**config.mk**
```make
export PLATFORM = sky130hd
export DESIGN_NAME = periodic_task_scheduler
export DESIGN_NICKNAME = d
export VERILOG_FILES = /design/src/design/pts_pkg.sv /design/src/design/pts_ram.sv /design/src/design/periodic_task_scheduler.sv
export SDC_FILE = /design/constraint.sdc
export NUM_CORES = 1
export LEC_CHECK = 0
export BUFFER_PORTS_ARGS = -buffer_cell sky130_fd_sc_hd__buf_2
export CORE_ASPECT_RATIO = 1.75
export CORE_MARGIN = 3
export CORE_UTILIZATION = 30
export CTS_CLUSTER_DIAMETER = 80
export DETAILED_ROUTE_END_ITERATION = 12
export PLACE_DENSITY_LB_ADDON = 0.3
export SLEW_MARGIN = 30
export SYNTH_ARGS = -nofsm -noshare
export SYNTH_HDL_FRONTEND = slang
export SYNTH_HIERARCHICAL = 1
export SYNTH_SLANG_ARGS = --single-unit
export TNS_END_PERCENT = 100
```
**constraint.sdc**
```tcl
create_clock -name clk -period 16.6 [get_ports clk]
set_clock_uncertainty 0.1 [all_clocks]
set_input_delay 3.32 -clock clk [delete_from_list [all_inputs] [get_ports clk]]
set_output_delay 3.32 -clock clk [all_outputs]
set_load 0.05 [all_outputs]
```
**src/design/pts_pkg.sv**
```systemverilog
`default_nettype none
package pts_pkg;

    // Default table depth
    localparam int MAX_TASKS_DEF = 8;

    // Command codes
    localparam logic [1:0] CMD_TICK   = 2'd0;
    localparam logic [1:0] CMD_ADD    = 2'd1;
    localparam logic [1:0] CMD_REMOVE = 2'd2;

    // Status codes
    localparam logic [1:0] ST_OK        = 2'd0;
    localparam logic [1:0] ST_INVALID   = 2'd1;
    localparam logic [1:0] ST_FULL      = 2'd2;
    localparam logic [1:0] ST_NOT_FOUND = 2'd3;

    typedef struct packed {
        logic [1:0]  cmd;
        logic [7:0]  task_handle;
        logic [31:0] interval_ms;
        logic [31:0] now_ms;
    } req_t;

    typedef struct packed {
        logic [1:0] status;
        logic       fired;
        logic [7:0] fired_handle;
        logic       last;
    } rsp_t;

    // One row of the task table
    typedef struct packed {
        logic [7:0]  handle;
        logic [31:0] period;
        logic [31:0] last_run;
    } entry_t;

    typedef enum logic [2:0] {
        S_IDLE,
        S_TK_RD,
        S_TK_EV,
        S_TK_FIN,
        S_RM_RD,
        S_RM_EV,
        S_SH_RD,
        S_SH_WR
    } state_t;

endpackage
`default_nettype wire

```
**src/design/pts_ram.sv**
```systemverilog
`default_nettype none
module pts_ram #(
    parameter int WIDTH = 8,
    parameter int DEPTH = 8,
    localparam int AW = (DEPTH > 1) ? $clog2(DEPTH) : 1
) (
    input  wire logic             clk,
    input  wire logic             wr_en,
    input  wire logic [AW-1:0]    wr_addr,
    input  wire logic [WIDTH-1:0] wr_data,
    input  wire logic [AW-1:0]    rd_addr,
    output logic      [WIDTH-1:0] rd_data
);

    logic [WIDTH-1:0] mem [DEPTH];

    // Write port and registered read port
    always_ff @(posedge clk)
    begin
        if (wr_en)
        begin
            mem[wr_addr] <= wr_data;
        end
        rd_data <= mem[rd_addr];
    end

endmodule
`default_nettype wire

```
**src/design/periodic_task_scheduler.sv**
```systemverilog
`default_nettype none
// Add, invalid and immediate commands: result strobed in the cycle after start; busy stays low.
// Tick (table not empty): each entry is read, then checked (one read port, one deadline
//   compare); a due task strobes when the next due task is found or the walk ends.
// Remove (table not empty, handle nonzero): entries are searched, then each entry above the
//   match is shifted down one place. A new item is taken once busy falls.
// Reset (rst_n, asynchronous) empties the table; there is no clearing pass. Results
//   cannot be held off by the receiver.
module periodic_task_scheduler #(
    parameter int MAX_TASKS = pts_pkg::MAX_TASKS_DEF
) (
    input  wire logic          clk,
    input  wire logic          rst_n,
    input  wire logic          start,
    output logic               busy,
    input  wire pts_pkg::req_t req,
    output logic               rsp_valid,
    output pts_pkg::rsp_t      rsp
);

    localparam int IDX_W = (MAX_TASKS > 1) ? $clog2(MAX_TASKS) : 1;
    localparam int CNT_W = $clog2(MAX_TASKS + 1);
    localparam logic [CNT_W-1:0] MAX_CNT = CNT_W'(MAX_TASKS);
    localparam logic [CNT_W-1:0] ONE     = CNT_W'(1);
    localparam logic [CNT_W-1:0] TWO     = CNT_W'(2);

    pts_pkg::state_t state_reg, state_next;
    pts_pkg::req_t   req_reg, req_next;
    pts_pkg::rsp_t   rsp_reg, rsp_next;
    logic            rsp_valid_reg, rsp_valid_next;
    logic [CNT_W-1:0] count_reg, count_next;
    logic [CNT_W-1:0] pos_reg, pos_next;
    logic            pend_vld_reg, pend_vld_next;
    logic [7:0]      pend_handle_reg, pend_handle_next;

    logic             wr_en;
    logic [IDX_W-1:0] wr_addr;
    logic [IDX_W-1:0] rd_addr;
    pts_pkg::entry_t  wr_data;
    pts_pkg::entry_t  rd_data;
    logic [$bits(pts_pkg::entry_t)-1:0] rd_raw;

    logic [CNT_W-1:0] pos_inc;
    logic [CNT_W-1:0] pos_inc2;
    logic [31:0]      elapsed;
    logic             due;

    function automatic pts_pkg::rsp_t make_rsp(input logic [1:0] status,
                                               input logic       fired,
                                               input logic [7:0] handle,
                                               input logic       last);
        pts_pkg::rsp_t r;
        r.status       = status;
        r.fired        = fired;
        r.fired_handle = handle;
        r.last         = last;
        return r;
    endfunction

    pts_ram #(
        .WIDTH ($bits(pts_pkg::entry_t)),
        .DEPTH (MAX_TASKS)
    ) u_table (
        .clk     (clk),
        .wr_en   (wr_en),
        .wr_addr (wr_addr),
        .wr_data (wr_data),
        .rd_addr (rd_addr),
        .rd_data (rd_raw)
    );

    assign rd_data  = pts_pkg::entry_t'(rd_raw);
    assign pos_inc  = pos_reg + ONE;
    assign pos_inc2 = pos_reg + TWO;

    // Shared deadline unit: wrap-safe elapsed time against the period
    assign elapsed = req_reg.now_ms - rd_data.last_run;
    assign due     = (elapsed >= rd_data.period);

    assign busy      = (state_reg != pts_pkg::S_IDLE);
    assign rsp_valid = rsp_valid_reg;
    assign rsp       = rsp_reg;

    // Control registers
    always_ff @(posedge clk or negedge rst_n)
    begin
        if (!rst_n)
        begin
            state_reg     <= pts_pkg::S_IDLE;
            rsp_valid_reg <= 1'b0;
            count_reg     <= '0;
            pos_reg       <= '0;
            pend_vld_reg  <= 1'b0;
        end
        else
        begin
            state_reg     <= state_next;
            rsp_valid_reg <= rsp_valid_next;
            count_reg     <= count_next;
            pos_reg       <= pos_next;
            pend_vld_reg  <= pend_vld_next;
        end
    end

    // Payload registers
    always_ff @(posedge clk)
    begin
        req_reg         <= req_next;
        rsp_reg         <= rsp_next;
        pend_handle_reg <= pend_handle_next;
    end

    // Sequencer
    always_comb
    begin
        state_next       = state_reg;
        req_next         = req_reg;
        rsp_next         = rsp_reg;
        rsp_valid_next   = 1'b0;
        count_next       = count_reg;
        pos_next         = pos_reg;
        pend_vld_next    = pend_vld_reg;
        pend_handle_next = pend_handle_reg;
        wr_en            = 1'b0;
        wr_addr          = pos_reg[IDX_W-1:0];
        wr_data          = rd_data;
        rd_addr          = pos_reg[IDX_W-1:0];

        unique case (state_reg)
            pts_pkg::S_IDLE:
            begin
                if (start)
                begin
                    req_next      = req;
                    pos_next      = '0;
                    pend_vld_next = 1'b0;
                    unique case (req.cmd)
                        pts_pkg::CMD_ADD:
                        begin
                            rsp_valid_next = 1'b1;
                            priority if (req.task_handle == 8'd0)
                            begin
                                rsp_next = make_rsp(pts_pkg::ST_INVALID, 1'b0, 8'd0, 1'b1);
                            end
                            else if (count_reg >= MAX_CNT)
                            begin
                                rsp_next = make_rsp(pts_pkg::ST_FULL, 1'b0, 8'd0, 1'b1);
                            end
                            else
                            begin
                                // Append at the end of the table
                                wr_en            = 1'b1;
                                wr_addr          = count_reg[IDX_W-1:0];
                                wr_data.handle   = req.task_handle;
                                wr_data.period   = req.interval_ms;
                                wr_data.last_run = req.now_ms;
                                count_next       = count_reg + ONE;
                                rsp_next = make_rsp(pts_pkg::ST_OK, 1'b0, 8'd0, 1'b1);
                            end
                        end
                        pts_pkg::CMD_REMOVE:
                        begin
                            priority if (req.task_handle == 8'd0)
                            begin
                                rsp_valid_next = 1'b1;
                                rsp_next = make_rsp(pts_pkg::ST_INVALID, 1'b0, 8'd0, 1'b1);
                            end
                            else if (count_reg == '0)
                            begin
                                rsp_valid_next = 1'b1;
                                rsp_next = make_rsp(pts_pkg::ST_NOT_FOUND, 1'b0, 8'd0, 1'b1);
                            end
                            else
                            begin
                                state_next = pts_pkg::S_RM_RD;
                            end
                        end
                        pts_pkg::CMD_TICK:
                        begin
                            if (count_reg == '0)
                            begin
                                rsp_valid_next = 1'b1;
                                rsp_next = make_rsp(pts_pkg::ST_OK, 1'b0, 8'd0, 1'b1);
                            end
                            else
                            begin
                                state_next = pts_pkg::S_TK_RD;
                            end
                        end
                        default:
                        begin
                            rsp_valid_next = 1'b1;
                            rsp_next = make_rsp(pts_pkg::ST_INVALID, 1'b0, 8'd0, 1'b1);
                        end
                    endcase
                end
            end

            pts_pkg::S_TK_RD:
            begin
                state_next = pts_pkg::S_TK_EV;
            end

            pts_pkg::S_TK_EV:
            begin
                // Restart a due task and release the previous one held back
                if (due)
                begin
                    wr_en            = 1'b1;
                    wr_data.last_run = req_reg.now_ms;
                    if (pend_vld_reg)
                    begin
                        rsp_valid_next = 1'b1;
                        rsp_next = make_rsp(pts_pkg::ST_OK, 1'b1, pend_handle_reg, 1'b0);
                    end
                    pend_vld_next    = 1'b1;
                    pend_handle_next = rd_data.handle;
                end
                pos_next = pos_inc;
                if (pos_inc == count_reg)
                begin
                    state_next = pts_pkg::S_TK_FIN;
                end
                else
                begin
                    state_next = pts_pkg::S_TK_RD;
                end
            end

            pts_pkg::S_TK_FIN:
            begin
                // Close the tick with the held task, or a quiet result
                rsp_valid_next = 1'b1;
                if (pend_vld_reg)
                begin
                    rsp_next = make_rsp(pts_pkg::ST_OK, 1'b1, pend_handle_reg, 1'b1);
                end
                else
                begin
                    rsp_next = make_rsp(pts_pkg::ST_OK, 1'b0, 8'd0, 1'b1);
                end
                pend_vld_next = 1'b0;
                state_next    = pts_pkg::S_IDLE;
            end

            pts_pkg::S_RM_RD:
            begin
                state_next = pts_pkg::S_RM_EV;
            end

            pts_pkg::S_RM_EV:
            begin
                priority if (rd_data.handle == req_reg.task_handle)
                begin
                    if (pos_inc < count_reg)
                    begin
                        state_next = pts_pkg::S_SH_RD;
                    end
                    else
                    begin
                        count_next     = count_reg - ONE;
                        rsp_valid_next = 1'b1;
                        rsp_next = make_rsp(pts_pkg::ST_OK, 1'b0, 8'd0, 1'b1);
                        state_next     = pts_pkg::S_IDLE;
                    end
                end
                else if (pos_inc == count_reg)
                begin
                    rsp_valid_next = 1'b1;
                    rsp_next = make_rsp(pts_pkg::ST_NOT_FOUND, 1'b0, 8'd0, 1'b1);
                    state_next     = pts_pkg::S_IDLE;
                end
                else
                begin
                    pos_next   = pos_inc;
                    state_next = pts_pkg::S_RM_RD;
                end
            end

            pts_pkg::S_SH_RD:
            begin
                // Fetch the entry above the gap
                rd_addr    = pos_inc[IDX_W-1:0];
                state_next = pts_pkg::S_SH_WR;
            end

            pts_pkg::S_SH_WR:
            begin
                // Move it down one place
                wr_en = 1'b1;
                if (pos_inc2 == count_reg)
                begin
                    count_next     = count_reg - ONE;
                    rsp_valid_next = 1'b1;
                    rsp_next = make_rsp(pts_pkg::ST_OK, 1'b0, 8'd0, 1'b1);
                    state_next     = pts_pkg::S_IDLE;
                end
                else
                begin
                    pos_next   = pos_inc;
                    state_next = pts_pkg::S_SH_RD;
                end
            end

            default:
            begin
                state_next = pts_pkg::S_IDLE;
            end
        endcase
    end

`ifndef SYNTHESIS
    a_count_bound: assert property (@(posedge clk) disable iff (!rst_n)
        count_reg <= MAX_CNT)
        else $error("task count beyond table depth");

    a_fired_handle: assert property (@(posedge clk) disable iff (!rst_n)
        rsp_valid && rsp.fired |-> rsp.fired_handle != 8'd0)
        else $error("fired result with zero handle");

    a_quiet_is_last: assert property (@(posedge clk) disable iff (!rst_n)
        rsp_valid && !rsp.fired |-> rsp.last)
        else $error("non-fired result not marked last");

    a_single_cycle: assert property (@(posedge clk) disable iff (!rst_n)
        start && !busy && req.cmd != pts_pkg::CMD_TICK && req.cmd != pts_pkg::CMD_REMOVE
        |=> rsp_valid && rsp.last && !busy)
        else $error("add or invalid command did not answer at once");
`endif

endmodule
`default_nettype wire
```
# After elaboration in Yosys (flattened, before gate mapping)
# Memories as Yosys holds them, arrays and structs flattened. A register that Yosys moved wholly into a read port is not among the register bits.
# Cells that the tools add are included.
dict set report classes {
  addsub 5
  magnitude_cmp 3
  n_eq_ne 32
  mux 74
  n_reduce_logical 16
}
# cell n
set op_table {}
lappend op_table {{2-to-1 mux 72 bit} 4}
lappend op_table {{2-to-1 mux 12 bit} 12}
lappend op_table {{one-hot mux 32 bit (2 select lines)} 1}
lappend op_table {{one-hot mux 12 bit (5 select lines)} 1}
lappend op_table {{2-to-1 mux 4 bit} 11}
lappend op_table {{2-to-1 mux 3 bit} 14}
lappend op_table {{2-to-1 mux 40 bit} 1}
lappend op_table {{one-hot mux 12 bit (3 select lines)} 1}
lappend op_table {{greater-or-equal comparator 32 bit} 1}
lappend op_table {{2-to-1 mux 32 bit} 1}
lappend op_table {{subtractor 32 bit} 1}
lappend op_table {{one-hot mux 3 bit (8 select lines)} 1}
lappend op_table {{inequality test 2 bit (second input constant)} 11}
lappend op_table {{2-to-1 mux 1 bit} 18}
lappend op_table {{inequality test 3 bit (second input constant)} 6}
lappend op_table {{one-hot mux 4 bit (4 select lines)} 1}
lappend op_table {{equality test 3 bit (second input constant)} 4}
lappend op_table {{one-hot mux 4 bit (3 select lines)} 1}
lappend op_table {{2-to-1 mux 10 bit} 1}
lappend op_table {{AND reduction 5 bit} 2}
lappend op_table {{AND reduction 9 bit} 1}
lappend op_table {{nonzero test 3 bit} 3}
lappend op_table {{adder 4 x 1 -> 4 bit (second input constant)} 2}
lappend op_table {{equality test 4 bit} 2}
lappend op_table {{26 further kinds} 29}
dict set report totals {
  ff_bits 73
  mem_bits_rw 576
  input_bits 77
  out_inout_bits 14
  elab_cells 143
  memories 1
}
# name depth width rd rd_clocked_by_memory_dff write_ports line_no
set mem_list {}
lappend mem_list {u_table.mem 8 72 1 1 1 pts_ram.sv:15} ;# logic [WIDTH-1:0] mem [DEPTH];

# Depth between registers and ports, before layout
# Gate-level depths: netlist of run 1.
dict set report logic_depth {
  word_depth 8
  depth_mapped 23
  mapped_depth_nobuf 23
}

# Modules after synthesis
# Netlist of run 1, hierarchy kept.
# mod instances cells_per_inst area_per_inst_um2 seq_area_each_um2
set modules_own_cells {}
lappend modules_own_cells {pts_ram 1 917 23368.7 18738.0}
lappend modules_own_cells {periodic_task_scheduler 1 745 6741.5 2127.0}

# Worst setup path before layout of run 1
# OpenSTA, ideal clock, no wires.
dict set report synth_path {
  kind {input to register}
  startpoint {input req[68] in the netlist's numbering}
  endpoint {memory u_table/mem[0][0] in the netlist's numbering, enable pin}
  setup_time_ps 591
  arrival_time_ps 9998
  required_ps 15909
  setup_slack_ps 5911
  cell_stages 9
  path_buffers 2
  path_cell_list {or4_1 > nor2_1 > nor4bb_1 > and2_1 > clkbuf_1 > clkbuf_1 > mux2_2 > nand2b_1 > nor3_1}
}
dict set report synth_between {
  elab_cells_between_ends 11
  cone_classes {mux (10); reduce/logical (1)}
}
# item line_no
set synth_lines {}
lappend synth_lines {{from (decl)} periodic_task_scheduler.sv:16} ;# input wire pts_pkg::req_t req,
lappend synth_lines {{logical NOT 8 bit} periodic_task_scheduler.sv:141} ;# priority if (req.task_handle == 8'd0)
lappend synth_lines {{2-to-1 mux 3 bit} periodic_task_scheduler.sv:141}
lappend synth_lines {{2-to-1 mux 3 bit} periodic_task_scheduler.sv:137} ;# unique case (req.cmd)
lappend synth_lines {{2-to-1 mux 3 bit} periodic_task_scheduler.sv:132} ;# if (start)
lappend synth_lines {{2-to-1 mux 3 bit} periodic_task_scheduler.sv:129} ;# unique case (state_reg)
lappend synth_lines {{named net wr_addr[2]} periodic_task_scheduler.sv:37} ;# logic [IDX_W-1:0] wr_addr;
lappend synth_lines {{to (decl)} pts_ram.sv:15}
# The timed path passes the listed nets, and every way through them passes these cells.

# Worst setup path in the final report of run 1
dict set report layout_path {
  startpoint {register req_reg[0] in the netlist's numbering}
  endpoint {memory u_table/mem[7][28] in the netlist's numbering, enable pin}
}
dict set report layout_between {
  elab_chain_len 6
}
# item line_no
set layout_rtl {}
lappend layout_rtl {{from (decl)} periodic_task_scheduler.sv:28} ;# pts_pkg::req_t req_reg, req_next;
lappend layout_rtl {{from (signal assigned)} periodic_task_scheduler.sv:108} ;# req_reg <= req_next;
lappend layout_rtl {{subtractor 32 bit} periodic_task_scheduler.sv:77} ;# assign elapsed = req_reg.now_ms - rd_data.last_run;
lappend layout_rtl {{greater-or-equal comparator 32 bit} periodic_task_scheduler.sv:78} ;# assign due = (elapsed >= rd_data.period);
lappend layout_rtl {{2-to-1 mux 1 bit} periodic_task_scheduler.sv:207} ;# if (due)
lappend layout_rtl {{one-hot mux 1 bit (3 select lines)} periodic_task_scheduler.sv:129}
lappend layout_rtl {{named net wr_en} periodic_task_scheduler.sv:36} ;# logic wr_en;
lappend layout_rtl {{2-to-1 mux 1 bit} pts_ram.sv:20} ;# if (wr_en)
lappend layout_rtl {{2-to-1 mux 1 bit (implied by the code)} pts_ram.sv:22} ;# mem[wr_addr] <= wr_data;
# The timed path passes the listed nets, and every way through them passes these cells.

==> results summary, run 1 <==
The most used flip-flop cell after synthesis is edfxtp_1. Counting I/O delays and the setup requirement, the final critical path takes slightly above 8 ns. The wire length of the first global-routing pass came out at ~110000 um. The arrival time of the worst setup path came out at 8.25 ns. Setup repair after global routing left no endpoint under its margin. The number of nets at the end of the flow is 1932. The number of vias per cell after detailed routing came out at approximately 5.

The clock-pin transition on the worst setup and hold timing paths is roughly 0.070 ns. The Yosys step of the flow raised 6 warnings. The number of distinct library cells after synthesis is 68. The post-detailed-route DRC marker count came out at 0. The number of hold buffers added after CTS was 0. The post-CTS resize count is 0. Measured along the x axis, the die boundary spans between 200 and 250 um. The tool flagged a number of max-cap violations equal to 0. The cell area after synthesis came out at ~0.03 mm2. The number of enable-type register cells in the synthesized netlist came out at ~640. The placement row count is 153. The maximum vdd ir drop is approximately 120 uV. The final max-slew violation count came to 0. The initial core utilization came out at between 30% and 40%. The sequential share of the synthesized area came out at between 60 and 70%. CTS built an H-tree with a depth of 3. The total area of multi-input combinational cells is about 0.0086 mm2.

The share of the synthesized area in the top cell type is a little under two thirds. The flip-flop and latch area is 0.02087 mm2. The die outline area came out at 0.1044 mm2. Of all cell types, the one taking the most synthesized area is edfxtp_1. The final cycle utilization of the critical path came out at between 40% and 50%. Dividing the detail-routed wire length by the instance count gives roughly 23 um. The number of endpoints with negative hold slack in the final report is 0. The total nets after synthesis came out at approximately 1800. The endpoint kind of the worst setup timing path is a register.

The relative slew slack came out at 34.19%. The total routed wirelength came out at ~73000 um. After the first detailed-routing iteration, the DRC count stood at between 1000 and 1500. For this run, the detailed router's first-pass iteration total came to 5.

The maximum number of pins on one net before global-route repair is between 100 and 150. The placeable core region is 0.09955 mm2. After synthesis, the cell types taking the most area are edfxtp_1 63%, mux4_2 11%, dfxtp_1 4.8%, ha_1 3.1%, mux2_4 3.0%. Timing would allow up to 123.0 MHz. The final core utilization came out at 34.53%. The worst hold-check path type is reg2reg. The count of buffers added on input and output ports is 90. The final HPWL from detailed placement is ~46000 um. The start-to-end type of the worst setup path is reg2reg.

The pre-CTS setup slack is just over 8 ns. The transition at the pin with the smallest max-transition slack came out at ~0.99 ns. STA classifies the critical path startpoint as a register. CTS placed an instance of clkbuf_16 at the clock tree root. The number of flip-flops under the largest register name came out at between 500 and 600. The area growth from synthesis to final layout came out at 14.17%. TritonCTS built the clock tree.

The total placed cells including tap cells is between 3000 and 4000. The number of synthesized register bits came out at about 700. Cells with a size suffix above 1 make up between 20% and 30% of the layout. The post-layout worst setup margin came out at 8.469 ns. In this run, the combinational gates consume 37.2% of the power. Clock latency on the worst-skew pair, taken at its later pin, is around 0.63 ns. In this run the mean area of a mapped cell was roughly 18 um2. Pin placement for this block handled 91 I/O pins. Once the clock tree was built, the setup fixing pass inserted 0 buffers. The final cell count without fillers came out at around 3200. The power share of the clock group is 23.1%.

The longest clock path from root to sink contains 3 buffers. The initial antenna violation count came out at 9. For the final routed database, the setup TNS stands at 0 ns. The required time at the endpoint of the critical path is between 15 and 20 ns.

The final RePlAce weighted congestion came out at between 0.8 and 0.9. Of all nets on the critical path, the largest fanout is between 50 and 60. The register share of total power is about two fifths.

The run finished with clean final reports. The internal power came out at ~4.5 mW. The leakage dissipation came out at 11.71 nW. The power density of the placed cells came out at 196.1 mW/mm2.

Across all layers, the routed design uses ~15000 vias. The library cells used most frequently in the layout, excluding fill and tap cells, are 636 x edfxtp_1, 144 x mux4_2, 90 x buf_2. The final setup violation count is 0. The gate count after technology mapping came out at 1662. The net switching power figure is around 2.3 mW.

The number of nets still failing antenna checks after routing is 0. The number of global-route vias before repair is 16602. Leaving out fill and tap cells, the most frequent cell in the layout is edfxtp_1.

The overall routing resource usage came out at ~14%. From bottom edge to top edge, the die measures around 430 um. The share of flip-flops with an asynchronous set or reset is under 10%. The number of inserted filler cells in the final layout is ~9500.

In this run, CTS created clock tree buffers numbering between 60 and 70. The total number of clock tree sinks is between 700 and 800. Summed over all layers, the global routing overflow is 0.

The switching power share of the total is 33.65%.
path summary, 6_finish.rpt:
path,depth (start not counted),startpoint,slack [ns],endpoint
setup / recovery,22,req_reg[0]$_DFFE_PP_,8.47,u_table/mem[7][28]$_DFFE_PP_
hold / removal,0,u_table/rd_data[67]$_DFF_P_,0.42,pend_handle_reg[3]$_DFFE_PP_
setup reg to reg,22,req_reg[0]$_DFFE_PP_,8.47,u_table/mem[7][28]$_DFFE_PP_
hold reg to reg,0,u_table/rd_data[67]$_DFF_P_,0.42,pend_handle_reg[3]$_DFFE_PP_
max in group asynchronous,1,rst_n,13.61,count_reg[0]$_DFFE_PN0P_
min in group asynchronous,1,rst_n,2.51,state_reg[0]$_DFFE_PN0P_
metrics by stage:
stage / cell area (um2) / hold slack, ns / power [mW]
finish: 34380 / 0.4189 / 6.740
global route: 34370 / 0.4246 / 7.124
CTS: 34320 / 0.4186 / 6.828
detailed placement: 32070 / 0.3795 / 5.245
global placement: 32050 / 0.4084 / 5.182
floorplan: 30110 / 0.3457 / 4.514
cells in the mapped netlist, types with 11 or more instances:
cell        n
xor2_1     18
a21oi_1    47
inv_1      79
mux2_2     26
a221o_1    32
mux2_4     60
nor2_1     32
mux4_2    144
nand2_1    62
clkbuf_1   28
dfrtp_1    13
a21o_1     30
o21ai_0    54
edfxtp_1  636
and3_1     35
and2_1     14
xnor2_1    28
dfxtp_1    72
ha_1       74
buf_2      16
nand2b_1   11
final cells by class:
cell class / count / area share [%]
sequential: 721 / 60.69
multi-input combinational: 795 / 25.03
clock buffer: 97 / 5.681
tap: 1317 / 4.793
timing repair buffer: 114 / 2.035
inverter: 80 / 0.8735
clock inverter: 26 / 0.8589
antenna: 5 / 0.03640
cell families after synthesis:
logic type               after synthesis  synth area share [%]
AO/OA/AOI/OAI                        231                 5.286
buffers and inverters                146                 2.443
adder cells (fa/ha/maj)               76                 3.208
AND/OR/NAND/NOR                      210                 3.628
multiplexers                         232                 14.80
flip-flops                           721                 69.30
XOR/XNOR                              46                 1.338
power groups by stage:
| stage | Combinational, mW | Sequential (mW) | Clock, mW |
|---|---|---|---|
| 2_1_floorplan | 1.79 | 2.72 | 0 |
| 3_3_place_gp | 2.47 | 2.71 | 0 |
| 3_5_place_dp | 2.53 | 2.72 | 0 |
| 5_1_grt | 2.75 | 2.70 | 1.67 |
| 4_1_cts | 2.54 | 2.68 | 1.61 |
| 6_report | 2.51 | 2.67 | 1.56 |
routing by layer:
| metal | wire length [um] | GRT usage, % | vias up |
|---|---|---|---|
| met4 | 1633 | 4.147 | 6 |
| li1 | - | - | 6863 |
| met5 | 41 | 0 | - |
| met3 | 2757 | 2.357 | 90 |
| met2 | 40590 | 27.09 | 328 |
| met1 | 28070 | 15.93 | 8076 |
worst max-delay path: stages, from the launching register on:
cell and delay [ns]:
edfxtp_1 0.38, inv_1 0.07, ha_1 0.17, inv_1 0.06
fa_1 0.42, a211oi_1 0.24, o21bai_1 0.14, a21o_1 0.22
a21oi_1 0.32, o21ai_1 0.19, o41ai_1 0.64, mux2_2 0.28
o2111ai_1 0.17, ha_1 0.33, nand4_1 0.17, or4_1 0.58
or2_4 0.29, o41ai_4 0.59, a21oi_1 0.16, o21bai_1 0.30
nand2_1 0.29, nor2_4 0.67, buf_4 0.87
No activity file was read; power rests on OpenSTA's default activity.
==> run 2, diff against run 1 <==
==> constraint.sdc (replaced) <==
create_clock -name clk -period 6.7 [get_ports clk]
set_clock_uncertainty 0.1 [all_clocks]
set_input_delay 1.34 -clock clk [delete_from_list [all_inputs] [get_ports clk]]
set_output_delay 1.34 -clock clk [all_outputs]
set_load 0.05 [all_outputs]
==> run 2 against run 1 <==
Net effect: design area is 0.40% lower; fmax is 29% higher; die area stayed put; clock-buffer cell count is 16 lower; cell count is 0.22% lower; core utilization is 0.14 points lower; largest cell class unchanged.
==> results summary, run 2 (synthesis results as in run 1) <==
The count of cells along the worst hold path is 0 (unchanged). The cell area after placement was 0.03226 mm2 (+0.60%). The worst setup path is captured at a register. The library cells used most frequently in the layout, excluding fill and tap cells, are 636 x edfxtp_1, 144 x mux4_2, 90 x buf_2. The average wire length per cell after detail routing came out at 23.00 um (-0.72%). The total number of clock tree sinks is 721 (unchanged). In this run the critical register-to-register path is captured at u_table/mem[7][10]$_DFFE_PP_. The final cell count without fillers is 3148 (-0.22%). The initial antenna violation count came out at 13 (+4). The total via count in the routed design is 15246 (-0.76%). The biggest fanout along the worst timing path is 24 (-53%).

The arrival time of the worst setup path came out at 6.48 ns (-1.77 ns). The TritonCTS buffer count is 61 (-9.0%). The post-layout worst setup margin is 0.4008 ns (-8.069 ns). The reg2reg setup slack came out at 0.40 ns (-8.07 ns). The transition at the pin with the smallest max-transition slack is 1.025 ns (+0.03789 ns). The tree is rooted in a clkbuf_16. The final setup violation count came out at 0 (unchanged). After global routing, the most crowded layer is met2.

The number of global-route vias before repair is 16263 (-2.0%). The relative slew slack came out at 31.66% (-2.5 points). The area growth from synthesis to final layout is 13.71%. The met1 layer usage reported by global route came out at 15.41% (-0.53 points). The post-layout minimum cycle time is 6.299 ns (-1.831 ns). By startpoint and endpoint, the worst setup path is classified as reg2reg. The initial core utilization came to 30.25% (unchanged).

The leakage dissipation came out at 11.56 nW (-1.2%). The total routed wirelength was 72410 um (-0.94%). The final RePlAce weighted congestion is 0.8046 (+0.36%). The number of buffers added on ports came out at 90 (unchanged). The clock insertion delay at the later pin of the skew report is 0.67 ns (+0.04 ns). The number of cells on the worst reg-to-reg path is 19 (-14%). The final cycle utilization of the critical path came to 94.02% (+45 points).

The overall routing resource usage was 13.79% (-0.37 points). The post-detailed-route DRC marker count is 0 (unchanged). The number of nets at the end of the flow was 1929 (-0.16%). The required time at the endpoint of the critical path is 6.88 ns (-9.84 ns). The deepest clock path buffer count is 3 (unchanged). The final instance area came out at 0.03424 mm2 (-0.40%). The placeable core region came out at 0.09955 mm2 (unchanged). The met2 routing resource usage after global routing is 26.16% (-0.93 points).

The proportion of layout cells with a drive suffix above 1 is 25.67% (-0.080 points). The first-pass detailed-route iteration total is 5 (unchanged). The clock-pin transition on the worst setup and hold timing paths is 0.07 ns (about the same). The global routing usage on met3 was 1.890% (-0.47 points). For hold timing, the worst endpoint is pend_handle_reg[2]$_DFFE_PP_.

The number of hold buffers added after cts came out at 0 (unchanged). The number of vias per cell after detailed routing was 4.843 (-0.54%). Setup repair after global routing left no endpoint under its margin.

The wire length of the first global-routing pass is 106200 um (-2.9%). The number of flip-flops under the largest register name was 576 (unchanged). The maximum number of pins on one net before global-route repair came out at 145 (unchanged).

The die height came out at 425.1 um (unchanged). The number of DRC violations after detailed-routing iteration 0 came out at 1179 (-4.5%). The overall power after layout is 16.27 mW (+140%). The count of pins on the block boundary came out at 91 (unchanged). The startpoint identified for the worst hold timing path is u_table/rd_data[66]$_DFF_P_. The worst setup path is launched from a register. The final max-slew violation count was 0 (unchanged). Leaving out fill and tap cells, the most frequent cell in the layout is edfxtp_1. The total area of multi-input combinational cells came out at 0.008652 mm2 (+0.55%). The number of buffers added for setup after CTS is 0 (unchanged). The number of nets still failing antenna checks after routing came to 0 (unchanged). The flow ran to the end, and the final reports show no timing, DRC or antenna violations. The number of H-tree levels came out at 2 (-1). The power density of the placed cells is 475.1 mW/mm2 (+140%). The startpoint identified for the worst register-to-register timing path is req_reg[7]$_DFFE_PP_. The final core utilization came out at 34.40% (-0.14 points). The total of max-cap violations was 0 (unchanged). The final global-route overflow total came out at 0 (unchanged). The placement row count is 153 (unchanged). The number of endpoints with negative hold slack in the final report came out at 0 (unchanged).

The final HPWL from detailed placement came out at 44300 um (-2.8%). The flip-flop and latch area was 0.02087 mm2 (unchanged). The number of inserted filler cells in the final layout came out at 9442 (-0.32%). The die outline width came out at 245.5 um (unchanged). The maximum vdd ir drop came out at 273.0 uV (+120%). The highest clock frequency the design can meet came out at 158.8 MHz (+29%).

The worst hold-check path type is reg2reg. TritonCTS built the clock tree. The pre-CTS setup slack was 0.2700 ns (-7.822 ns). The total placed cells including tap cells is 3029 (+0.13%).

The die outline area came to 0.1044 mm2 (unchanged).
-- run 2: changes by cell type in the layout (fill, tap and decap cells not counted), moves of 5 or more --
cell | before | now
buf_12 | 3 | 12
clkbuf_16 | 70 | 61
o21ai_1 | 13 | 8
clkbuf_8 | 10 | 2
clkinvlp_4 | 3 | 10
buf_4 | 17 | 11
-- run 2: worst max-delay path, cell delays in order, from the launching register on --
cell	delay, ns
edfxtp_1	0.40
ha_1	0.40
a211o_1	0.31
and2_1	0.15
a2111oi_1	0.42
o21ai_1	0.27
a31oi_1	0.34
a21boi_1	0.14
a21oi_1	0.26
xnor2_1	0.10
ha_1	0.31
nand4_1	0.14
or4_4	0.55
or2_4	0.27
o41ai_4	0.41
a21oi_1	0.14
o21bai_1	0.23
nand2_1	0.28
nor2_4	0.22
buf_4	0.45
-- run 2: cell type report --
class,instances,share of cell area [%]
Tap cell,1317,4.813
Multi-Input combinational cell,795,25.27
Antenna cell,4,0.02923
Timing Repair Buffer,117,2.437
Inverter,80,0.8770
Clock buffer,81,4.736
Clock inverter,33,0.8990
Sequential cell,721,60.94
-- run 2: worst max path at each step --
| stage | from | endpoint | slack [ns] | cells after the start |
|---|---|---|---|---|
| after global routing | req_reg[7]$_DFFE_PP_ | u_table/mem[2][10]$_DFFE_PP_ | 0.02 | 19 |
| after detailed placement | req_reg[7]$_DFFE_PP_ | u_table/mem[0][20]$_DFFE_PP_ | 0.27 | 19 |
| after floorplan | req_reg[7]$_DFFE_PP_ | u_table/mem[1][0]$_DFFE_PP_ | -0.03 | 18 |
| after CTS | req_reg[7]$_DFFE_PP_ | u_table/mem[0][9]$_DFFE_PP_ | 0.22 | 19 |
| after global placement | req_reg[7]$_DFFE_PP_ | u_table/mem[0][19]$_DFFE_PP_ | 0.40 | 19 |
| final | req_reg[7]$_DFFE_PP_ | u_table/mem[7][10]$_DFFE_PP_ | 0.40 | 19 |
-- run 2: timing repair --
item,CTS,global route
gates resized for setup,0,3
endpoints found under the hold margin,0,0
endpoints found under the setup margin,0,217
-- run 2: metal layers --
metal	part of all wire, %	routed length (um)
met1	37	27080
met2	55	39810
met3	3.7	2670
met4	3.8	2749
met5	0.13	92
-- run 2: report_power, final --
group | internal [mW] | switching (mW) | total (mW)
Combinational | 2.60 | 3.63 | 6.23
Clock | 1.80 | 1.64 | 3.44
Sequential | 6.31 | 0.287 | 6.59
-- run 2: metrics by stage --
step / hold slack (ns) / setup TNS (ns)
2_1_floorplan: 0.3457 / -8.789
5_1_grt: 0.4085 / 0
3_5_place_dp: 0.3618 / 0
6_report: 0.3809 / 0
3_3_place_gp: 0.3600 / 0
4_1_cts: 0.3778 / 0
==> run 3, diff against run 2 <==
--- a/config.mk
+++ b/config.mk
@@ -8,7 +8,7 @@
 export BUFFER_PORTS_ARGS = -buffer_cell sky130_fd_sc_hd__buf_2
 export CORE_ASPECT_RATIO = 1.75
 export CORE_MARGIN = 3
-export CORE_UTILIZATION = 30
+export CORE_UTILIZATION = 56
 export CTS_CLUSTER_DIAMETER = 80
 export DETAILED_ROUTE_END_ITERATION = 12
 export PLACE_DENSITY_LB_ADDON = 0.3
==> run 3 against run 2 <==
Net effect: cell count decreased by 20%; power increased by 0.76%; sequential power about the same; fmax rose by 1.2%; clock power is 7.3% higher; core utilization is 29 points higher; sequential share of layout area is 1.2 points higher; largest cell class unchanged; largest power group unchanged.
==> results summary, run 3 (synthesis results as in run 1) <==
Leaving out fill and tap cells, the most frequent cells in the layout are 636 x edfxtp_1, 144 x mux4_2, 90 x buf_2. The accumulated negative setup slack is 0 ns (unchanged). The final HPWL from detailed placement came out at 39010 um (-12%). The power density of the placed cells came out at 488.1 mW/mm2 (+2.7%). The count of pins on the block boundary is 91 (unchanged).

The arrival time of the worst setup path came out at 6.41 ns (-0.07 ns). Leaving out fill and tap cells, the most frequent cell in the layout is edfxtp_1. The final instance area is 0.03358 mm2 (-1.9%). The post-layout worst setup margin is 0.4749 ns (+0.07403 ns).

The most critical setup path has its startpoint at req_reg[7]$_DFFE_PP_. The TritonCTS buffer count is 61 (unchanged). The die outline area came to 0.05670 mm2 (-46%).

The highest clock frequency the design can meet came out at 160.6 MHz (+1.2%). The required time at the endpoint of the critical path is 6.88 ns (about the same). The die outline width is 181.3 um (-26%). The number of nets still failing antenna checks after routing is 0 (unchanged). The number of flip-flops under the largest register name came out at 576 (unchanged). The initial core utilization came to 57.05% (+27 points). The pre-CTS setup slack came out at 0.5284 ns (+0.2584 ns). The clock insertion delay at the later pin of the skew report came out at 0.63 ns (-0.04 ns).

The placeable core region came to 0.05278 mm2 (-47%). The number of H-tree levels came out at 2 (unchanged). The proportion of layout cells with a drive suffix above 1 is 25.94% (+0.27 points).

The endpoint identified for the worst register-to-register timing path is u_table/mem[0][11]$_DFFE_PP_. The total via count in the routed design was 15596 (+2.3%). The count of cells along the worst hold path came to 0 (unchanged). The final setup violation count is 0 (unchanged). The cell area after placement came to 0.03145 mm2 (-2.5%).

The number of vias per cell after detailed routing is 6.226 (+29%). The reg2reg setup slack came out at 0.47 ns (+0.07 ns). The number of buffers added for setup after CTS came to 0 (unchanged). The leakage dissipation came out at 11.65 nW (+0.78%). The clock-pin transition on the worst setup and hold timing paths came out at 0.07 ns (about the same). The post-detailed-route DRC marker count came to 0 (unchanged). The startpoint of the lowest-slack hold path is u_table/rd_data[66]$_DFF_P_.

The final RePlAce weighted congestion came out at 0.8192 (+1.8%). The final global-route overflow total is 0 (unchanged). The post-CTS resize count was 0 (unchanged).

The start-to-end type of the worst setup path is reg2reg. The flow ran to the end, and the final reports show no timing, DRC or antenna violations. The wire length of the first global-routing pass is 101200 um (-4.7%). The total number of clock tree sinks is 721 (unchanged). The number of DRC violations after detailed-routing iteration 0 came out at 1238 (+5.0%). STA classifies the critical path startpoint as a register. The die height is 312.7 um (-26%).

The final cycle utilization of the critical path is 92.91% (-1.1 points). The total of max-cap violations is 0 (unchanged). The biggest fanout along the worst timing path is 42 (+75%).

The first-pass detailed-route iteration total came out at 5 (unchanged). TritonCTS built the clock tree. The transition at the pin with the smallest max-transition slack is 0.9548 ns (-0.07029 ns). The number of diodes came to 0 (-4). The endpoint kind of the worst setup timing path is a register. The final core utilization came out at 63.62% (+29 points). The number of nets at the end of the flow was 1927 (-0.10%). The area growth from synthesis to final layout is 11.51%. The worst hold-check path type is reg2reg. The initial antenna violation count is 0 (-13). The overall power after layout came out at 16.39 mW (+0.76%). The number of buffers added on ports is 90 (unchanged). The clock root buffer master is clkbuf_16. The placement row count was 111 (-27%). The overall routing resource usage is 23.52% (+9.7 points). The path with the worst hold slack has its endpoint at pend_handle_reg[2]$_DFFE_PP_. The total routed wirelength came to 66790 um (-7.8%). The post-layout minimum cycle time is 6.225 ns (-0.07403 ns). The maximum vdd ir drop is 365.8 uV (+34%). The startpoint identified for the worst register-to-register timing path is req_reg[7]$_DFFE_PP_.

Setup repair after global routing left no endpoint under its margin. The deepest clock path buffer count came out at 3 (unchanged). The relative slew slack is 36.35% (+4.7 points). The number of cells on the worst reg-to-reg path was 19 (unchanged).

The average wire length per cell after detail routing came out at 26.66 um (+16%). The number of global-route vias before repair is 16413 (+0.92%). The final max-slew violation count is 0 (unchanged). The number of endpoints with negative hold slack in the final report came out at 0 (unchanged). The maximum number of pins on one net before global-route repair is 145 (unchanged). The number of hold buffers added after cts came out at 0 (unchanged).
run 3: changes by cell type in the layout (fill, tap and decap cells not counted), sizes merged:
cell and delta:
clkbuf -11, clkinv +9, bufinv +7, clkinvlp -4, diode -4, buf -2, inv +1
run 3: critical path, cell delays in order (launching register included):
cell and delay (ns):
edfxtp_1 0.39, ha_1 0.40, a211o_1 0.31, and2_1 0.15, a2111oi_0 0.50, o21ai_1 0.31, a31oi_1 0.27, a21boi_1 0.11
a21oi_1 0.23, xnor2_1 0.10, ha_1 0.30, nand4_1 0.11, or4_4 0.55, or2_4 0.27, o41ai_4 0.39, a21oi_1 0.13
o21bai_1 0.24, nand2b_1 0.27, nor3_4 0.37, buf_12 0.33
run 3: per-stage QoR:
step	hold WS, ns	std cells
2_1_floorplan	0.3457	1662
3_3_place_gp	0.3624	2389
3_5_place_dp	0.3648	2389
4_1_cts	0.3810	2505
5_1_grt	0.3972	2505
6_report	0.3767	2505
run 3: worst max path at each step:
stage | to | slack [ns] | cells after the start
floorplan | u_table/mem[1][0]$_DFFE_PP_ | -0.03 | 18
global placement | u_table/mem[0][23]$_DFFE_PP_ | 0.67 | 19
detailed placement | u_table/mem[5][22]$_DFFE_PP_ | 0.53 | 19
CTS | u_table/mem[0][11]$_DFFE_PP_ | 0.50 | 19
global route | u_table/mem[7][11]$_DFFE_PP_ | 0.15 | 19
finish | u_table/mem[0][11]$_DFFE_PP_ | 0.47 | 19
run 3: routing by layer:
metal / vias up / routed length (um) / share of wire, % / GRT usage [%]
met3: 123 / 3040 / 4.6 / 2.322
met4: 0 / 2524 / 3.8 / 8.525
li1: 6847 / - / - / -
met1: 8109 / 25440 / 38 / 29.66
met2: 517 / 35790 / 54 / 42.44
met5: - / 0 / 0 / 0
run 3: cell type report:
cell class	instances	area, um2
timing repair buffer	115	795.8
clock inverter	46	536.8
inverter	80	300.3
tap	678	848.3
sequential	721	20870
fill	3622	19200
multi-input combinational	795	8651
clock buffer	70	1580
run 3: power breakdown:
part           switching (mW)  internal [mW]
registers               0.292           6.31
logic                    3.52           2.58
clock network            1.63           2.06
total                    5.43           11.0
